### config.mk
export PLATFORM = sky130hd
export DESIGN_NAME = fpa_back
export DESIGN_NICKNAME = d
export VERILOG_FILES = /design/src/hw/rtl/fpa_pkg.sv /design/src/hw/rtl/fpa_back.sv
export SDC_FILE = /design/constraint.sdc
export NUM_CORES = 1
export LEC_CHECK = 0
export ABC_AREA = 1
export BUFFER_PORTS_ARGS = -buffer_cell sky130_fd_sc_hd__buf_2
export CAP_MARGIN = 20
export CORE_UTILIZATION = 40
export CTS_CLUSTER_SIZE = 8
export DETAILED_ROUTE_END_ITERATION = 7
export MAX_ROUTING_LAYER = met4
export PLACE_DENSITY = 0.72
export SYNTH_ARGS = -nofsm -noshare
export SYNTH_HDL_FRONTEND = slang
export SYNTH_SLANG_ARGS = --single-unit
### constraint.sdc
create_clock -name clk -period 7.3 [get_ports clk]
set_input_delay 0.365 -clock clk [delete_from_list [all_inputs] [get_ports clk]]
set_output_delay 0.365 -clock clk [all_outputs]
set_load 0.1 [all_outputs]
### src/hw/rtl/fpa_pkg.sv
`timescale 1ns / 1ps
package fpa_pkg;

  // Number format and port widths.
  localparam int unsigned FRAC_BITS = 8;
  localparam int unsigned WORD_BITS = 32;
  localparam int unsigned OPND_W    = 32;

  // Internal value width, wide enough for every unclamped result.
  localparam int unsigned VAL_W = 64;

  // Divider geometry: the numerator is |a| shifted by FRAC_BITS, padded
  // with leading zeros to a whole number of two-bit stages.
  localparam int unsigned DIV_BITS_PER_STAGE = 2;
  localparam int unsigned NUM_W      = OPND_W + FRAC_BITS;
  localparam int unsigned DIV_STAGES = (NUM_W + DIV_BITS_PER_STAGE - 1) / DIV_BITS_PER_STAGE;
  localparam int unsigned NUMP_W     = DIV_STAGES * DIV_BITS_PER_STAGE;

  typedef enum logic [3:0] {
    OP_ADD     = 4'd0,
    OP_SUB     = 4'd1,
    OP_MUL     = 4'd2,
    OP_DIV     = 4'd3,
    OP_GT      = 4'd4,
    OP_LT      = 4'd5,
    OP_GE      = 4'd6,
    OP_LE      = 4'd7,
    OP_EQ      = 4'd8,
    OP_NE      = 4'd9,
    OP_MIN     = 4'd10,
    OP_MAX     = 4'd11,
    OP_INC     = 4'd12,
    OP_DEC     = 4'd13,
    OP_TOINT   = 4'd14,
    OP_FROMINT = 4'd15
  } fpa_op_t;

  // Side information that travels with each transaction.
  typedef struct packed {
    fpa_op_t                  op;
    logic signed [VAL_W-1:0]  val;
    logic                     cmp;
    logic                     dz;
    logic                     neg;
  } fpa_side_t;

endpackage

### src/hw/rtl/fpa_back.sv
`timescale 1ns / 1ps
module fpa_back (
  input  logic                              clk,
  input  logic                              rst_n,
  input  logic                              bk_vld,
  input  fpa_pkg::fpa_side_t                bk_side,
  input  logic [fpa_pkg::NUMP_W-1:0]        bk_quo,
  input  logic [fpa_pkg::OPND_W-1:0]        bk_rem,
  input  logic [fpa_pkg::OPND_W-1:0]        bk_den,
  output logic                              out_valid,
  output logic signed [fpa_pkg::OPND_W-1:0] out_result_value,
  output logic                              out_compare_true,
  output logic                              out_overflow,
  output logic                              out_divide_by_zero
);

  localparam int unsigned VW = fpa_pkg::VAL_W;
  localparam int unsigned NW = fpa_pkg::NUMP_W;
  localparam int unsigned OW = fpa_pkg::OPND_W;
  localparam logic signed [VW-1:0] HI = (VW'(1) <<< (fpa_pkg::WORD_BITS - 1)) - VW'(1);
  localparam logic signed [VW-1:0] LO = -HI - VW'(1);

  // Stage 1: round the quotient, half away from zero.
  logic          up;
  logic          v1_r;
  fpa_pkg::fpa_side_t s1_r;
  logic [NW:0]   qmag1_r;

  assign up = ({bk_rem, 1'b0} >= {1'b0, bk_den});

  always_ff @(posedge clk) begin
    if (!rst_n) begin
      v1_r <= 1'b0;
    end else begin
      v1_r <= bk_vld;
    end
    s1_r    <= bk_side;
    qmag1_r <= {1'b0, bk_quo} + (NW+1)'(up);
  end

  // Stage 2: sign, saturation and flags.
  logic signed [VW-1:0] v_sel, qs;
  logic signed [OW-1:0] res_nxt;
  logic                 ov_nxt;

  always_comb begin
    qs    = $signed(VW'(qmag1_r));
    v_sel = s1_r.val;
    if (s1_r.op == fpa_pkg::OP_DIV) begin
      v_sel = s1_r.dz ? '0 : (s1_r.neg ? -qs : qs);
    end
    ov_nxt  = 1'b0;
    res_nxt = v_sel[OW-1:0];
    if (v_sel > HI) begin
      ov_nxt  = 1'b1;
      res_nxt = HI[OW-1:0];
    end else if (v_sel < LO) begin
      ov_nxt  = 1'b1;
      res_nxt = LO[OW-1:0];
    end
  end

  always_ff @(posedge clk) begin
    if (!rst_n) begin
      out_valid <= 1'b0;
    end else begin
      out_valid <= v1_r;
    end
    out_result_value   <= res_nxt;
    out_compare_true   <= s1_r.cmp;
    out_overflow       <= ov_nxt;
    out_divide_by_zero <= s1_r.dz;
  end

endmodule

==> results of run 1 <==
-- cell usage in the layout (no fill, tap or decap), types with 2 or more instances in the layout --
master      Yosys  layout
a21boi_0        3       3
a21oi_1        18      18
a32o_1          3       3
and2_1          3       3
buf_2           1     213
bufinv_16       0       2
clkbuf_16       0      17
clkbuf_8        0       3
clkinv_2        0       2
clkinv_4        0       2
clkinvlp_4      0       2
dfxtp_1       149     149
ha_1           34      34
inv_1          99      99
nand2_1       302     302
nand2_2         9       9
nand2_4         3       3
nand3_1        51      51
nand3b_1        3       3
nand4_1        12      12
nor2_1        120     120
nor2_2          6       6
nor2_4          3       3
nor2_8          2       2
nor3_1         13      13
nor4b_1         2       2
o211ai_1        3       3
o21a_1          4       4
o21ai_0        38      38
o21ai_2         2       2
o21bai_1        3       3
o31ai_1         4       4
or2_2           3       3
xnor2_1        18      18
xor2_1         38      38
-- registers in the layout, summed over array words and instances, names as in the netlist --
| register | flops |
|---|---|
| v1_r | 1 |
| out_divide_by_zero | 1 |
| out_compare_true | 1 |
| out_valid | 1 |
| out_overflow | 1 |
| out_result_value | 32 |
| qmag1_r | 41 |
| s1_r | 71 |
-- worst max-delay path, stage by stage --
cell and delay [ps]:
buf_2 70, inv_1 40, ha_1 270, inv_1 50, nor3_1 200, nor3b_1 270, nor4b_1 380, nand3_1 120
o211ai_1 190, ha_1 190, ha_1 190, nand2_1 60, inv_1 70, nand3_1 120, nor2_2 170, nand4_1 180
nand2b_4 210, nor3_4 230, nand4_1 180, nor2_1 190, nand2_1 100, xor2_1 140
-- final timing paths --
path / from / to / slack (ps) / cells past startpoint
hold / removal: bk_side[19] / s1_r[19] / 40 / 1
setup / recovery: bk_den[31] / qmag1_r[36] / 3610 / 22
hold reg to reg: s1_r[2] / out_compare_true / 330 / 0
setup reg to reg: s1_r[70] / out_result_value[10] / 3760 / 15
-- metrics by stage --
step	hold slack (ps)	instances
6_report	41.7	1434
5_1_grt	24.5	1434
3_3_place_gp	310	1403
2_1_floorplan	310	984
4_1_cts	26.0	1434
3_5_place_dp	321	1403
-- layer usage --
layer  up-vias  routed length, µm  track usage [%]
met2       218               8210             33.4
met5         -                  0                -
met4         0                296             7.35
li1       3540                  -                -
met1      2909               8690             26.3
met3        21               1020             3.37
-- power breakdown --
group	internal [mW]	switching, mW
registers	0.864	0.0259
clock network	0.531	0.332
logic	0.107	0.246
total	1.50	0.603
-- layout make-up --
type                    count  share of cell area [%]
inverters                 100                    4.13
well taps                 225                    3.10
clock buffers              21                    5.18
multi-input cells         715                    41.6
repair buffers            214                    11.8
clock inverters            10                    1.35
flip-flops and latches    149                    32.8
-- logic make-up after synthesis --
group,Yosys count,share of synthesized area [%]
AO/OA/AOI/OAI,85,7.11
XOR/XNOR,56,6.77
adder cells (fa/ha/maj),34,5.87
buffers and inverters,120,6.70
flip-flops,149,41.2
AND/OR/NAND/NOR,540,32.4
==> impl_metrics.tcl, run 1 <==
set metrics [dict create \
    die_area_um2 18700 \
    synthCells 984 \
    tritoncts "built" \
    synth_top_area_share_pct 41.2 \
    initial_core_util_pct 41.5 \
    grt_pass1_wl_um 29400 \
    drc 0 \
    routedWlPerCell_um 12.7 \
    vdd_drop_max_uv 178 \
    clk_pin_slew_ps 60 \
    hold_buffers 0 \
    fillCellCount 1755 \
    tns_ps 0 \
    worst_slew_pin_slew_ps 733 \
    min_period_ps 3690 \
    synth_edf_count 0 \
    fmax_ghz 0.271 \
    die_h_um 137 \
    grt_overflow 0 \
    yosysUniqueCellTypes 49 \
    synth_commonest_cells "302 x nand2_1, 149 x dfxtp_1, 120 x nor2_1" \
    crit_required_ps 7610 \
    hold_viol 0 \
    cp.arrival_ps 4000 \
    initialDrtViolationCount 272 \
    area_delta_synth_final_pct 25.4 \
    p_leak_nw 4.63 \
    finClkSkew_ps 6.30 \
    cts_buffer_depth 2 \
    cts_sinks 149 \
    grt_antenna_before_repair 0 \
    final-setup-viol-count 0 \
    ys_ff_latch 149 \
    hpwl_um 14700 \
    synth-main-ff-cell "dfxtp_1" \
    grt_max_degree 64 \
    place_ws_ps 3150 \
    rsz0062_at_grt "false" \
    final_area_um2 9090 \
    power.density_cell_area_nw_per_um2 232 \
    synth_top_area_cell "dfxtp_1" \
    viasPerCell 4.66 \
    coreArea_um2 17500 \
    cap_viol_max_count 0 \
    drive_gt1_share_pct 23.1 \
    place.gp.congestion 0.926 \
    diodes 0 \
    crit_type "input port to flop" \
    htreeDepth 4 \
    cp_max_fo 6 \
    min_period_over_period_pct 50.6 \
    drt-pass1-iter-count 5 \
    netlist_area_um2 7250 \
    max_slew_margin_pct 51.2 \
    avgSynthCellArea_um2 7.37 \
    wl_um 18200 \
    first_global_vias 6372 \
    synth_seq_area_share_pct 41.2 \
    setup_ws_ps 3610 \
    ys_warn_count 0 \
    maxSlewViolCount 0 \
    nets 1409 \
    worstHoldPathType "input port to flop" \
    clk-insertion-delay-late_ps 420 \
    crit_path_end_kind "flop" \
    synthArstFlopShare_pct 0 \
    ios 214 \
    die_w_um 137 \
    grt_use_total_pct 20.8 \
    placed_area_um2 8490 \
    synthMostInstantiatedCell "nand2_1" \
    synth_area_leaders "dfxtp_1 41%, nand2_1 16%, nor2_1 6.2%, ha_1 5.9%, inv_1 5.1%" \
    finish.utilization_pct 52.0 \
    seq_area_um2 2980 \
    cp-start-kind "input port" \
    cts_setup_buffers 0 \
    cts_buffers 17 \
    ctsResizeCount 0 \
    num_vias 6688 \
    cts_root_buf "clkbuf_16" \
    fp-row-count 48 \
    final_antenna_net_count 0 \
    power.total_mw 2.11 \
    multiInputGateArea_um2 3780 \
    status "completed" \
    syn-num-nets 1196 \
    io_buffer_count 213 \
]
(Power assumes the default switching activity.)
==> run 2: changes to the inputs <==
==> constraint.sdc (replaced) <==
create_clock -name clk -period 3.4 [get_ports clk]
set_input_delay 0.17 -clock clk [delete_from_list [all_inputs] [get_ports clk]]
set_output_delay 0.17 -clock clk [all_outputs]
set_load 0.1 [all_outputs]
==> impl_metrics.tcl, run 2 (synthesis gave the netlist of run 1 again) <==
set metrics [dict create \
    final_area_um2 10300 \
    rr_endpoint "out_result_value[5]" \
    maxSlewViolCount 0 \
    crit_type "input port to flop" \
    max_slew_margin_pct 58.1 \
    clk_pin_slew_ps 60 \
    drt-pass1-iter-count 5 \
    hold_end "qmag1_r[0]" \
    placed_area_um2 8620 \
    crit_path_end_kind "flop" \
    clk-insertion-delay-late_ps 420 \
    cts_buffer_depth 2 \
    diodes 0 \
    cap_viol_max_count 0 \
    finClkSkew_ps 15.7 \
    cp.arrival_ps 3320 \
    rrSetupSlack_ps 510 \
    fillCellCount 1620 \
    highest_layer "met4" \
    num_vias 7257 \
    die_area_um2 18700 \
    die_w_um 137 \
    fp-row-count 48 \
    grt_use_total_pct 22.8 \
    largest_reg_flops 71 \
    drive_gt1_share_pct 22.4 \
    multiInputGateArea_um2 3800 \
    initialDrtViolationCount 370 \
    nets 1531 \
    p_leak_nw 5.17 \
    grt_overflow 0 \
    final_common_cell "nand2_1" \
    seq_area_um2 2980 \
    cts_root_buf "clkbuf_16" \
    final-setup-viol-count 0 \
    crit_required_ps 3710 \
    area_delta_synth_final_pct 42.3 \
    met3_length_um 1200 \
    wl_met2_um 9460 \
    first_global_vias 7071 \
    tns_ps 0 \
    grt_max_degree 63 \
    wl_um 20200 \
    hpwl_um 15000 \
    worst_slew_pin_slew_ps 627 \
    cts_sinks 149 \
    drc 0 \
    hold_viol 0 \
    fmax_ghz 0.332 \
    initial_core_util_pct 41.5 \
    status "completed" \
    ios 214 \
    grt_pass1_wl_um 32000 \
    min_period_ps 3010 \
    reg2reg_from "s1_r[70]" \
    vdd_drop_max_uv 409 \
    final_antenna_net_count 0 \
    min-delay-start "bk_quo[0]" \
    die_h_um 137 \
    top_register "s1_r" \
    whs_path_depth 2 \
    cp-start-kind "input port" \
    reg_top3 "s1_r x71, qmag1_r x41, out_result_value x32" \
    cts_setup_buffers 0 \
    final_cell_mix "302 x nand2_1, 213 x buf_2, 149 x dfxtp_1" \
    io_buffer_count 213 \
    power.density_cell_area_nw_per_um2 458 \
    hold_slack_ps 9.80 \
    cts_buffers 17 \
    cp_max_fo 6 \
    wl_met1_um 9010 \
    min_period_over_period_pct 88.6 \
    grt_antenna_before_repair 0 \
    routedWlPerCell_um 13.0 \
    tritoncts "built" \
    htreeDepth 4 \
    worstHoldPathType "input port to flop" \
    coreArea_um2 17500 \
    r2r_cells 15 \
    place.gp.congestion 0.916 \
    viasPerCell 4.66 \
]
[run 2: cell types whose count changed in the layout (fill, tap and decap cells not counted), sizes merged]
cell         change
clkinv           -2
clkbuf           +2
bufinv           +1
buf             +17
dlygate4sd3    +105
[run 2: repair_timing]
item | CTS | global route
hold buffers | 105 | 0
gates resized for setup | 0 | 4
endpoints found under the setup margin | 0 | 16
endpoints found under the hold margin | 104 | 0
[run 2: how the worst max path moves through the flow]
| stage | start | slack, ps | to |
|---|---|---|---|
| floorplan | bk_den[31] | 60 | qmag1_r[36] |
| global placement | bk_den[31] | -100 | qmag1_r[36] |
| detailed placement | bk_den[31] | -320 | qmag1_r[36] |
| CTS | bk_den[31] | 130 | qmag1_r[36] |
| global route | bk_den[30] | -20 | qmag1_r[36] |
| finish | bk_den[31] | 390 | qmag1_r[36] |
[run 2: per-layer routing]
| layer | GRT usage [%] | up-vias |
|---|---|---|
| met3 | 3.33 | 47 |
| met4 | 9.94 | 0 |
| met1 | 27.2 | 3144 |
| met2 | 38.0 | 281 |
| met5 | - | - |
| li1 | - | 3785 |
[run 2: final cells by class]
| type | instances | area share (%) |
|---|---|---|
| multi-input combinational | 715 | 36.9 |
| tap | 225 | 2.73 |
| clock buffer | 23 | 4.63 |
| inverter | 100 | 3.64 |
| clock inverter | 9 | 1.38 |
| sequential | 149 | 28.9 |
| timing repair buffer | 336 | 21.8 |
[run 2: through the flow]
step	util (%)	cells	setup slack [ps]	power, mW
2_1_floorplan	-	984	60.6	2.47
3_3_place_gp	49.3	1420	-98.6	2.70
3_5_place_dp	49.3	1420	-321	2.71
4_1_cts	58.9	1557	130	4.75
5_1_grt	59.0	1557	-24.9	4.93
6_report	59.0	1557	386	4.72
[run 2: worst max-delay path: stages]
cell and delay [ps]:
buf_2 70, inv_1 40, ha_1 270, inv_1 60, nor3_2 170, nor3b_2 240, nor4b_4 240, nand3_1 100
o211ai_1 190, ha_1 190, ha_1 160, nand2_1 50, inv_1 60, nand3_1 90, nor2_2 110, nand4_1 130
nand2b_4 190, nor3_4 220, nand4_1 150, nor2_1 160, nand2_1 100, xor2_1 150
[run 2: report_power, final]
part | total [mW] | internal, mW | switching [mW] | leakage [nW]
clock | 1.94 | 1.22 | 0.719 | 0.296
combinational | 0.866 | 0.313 | 0.554 | 3.62
sequential | 1.91 | 1.86 | 0.0581 | 1.26
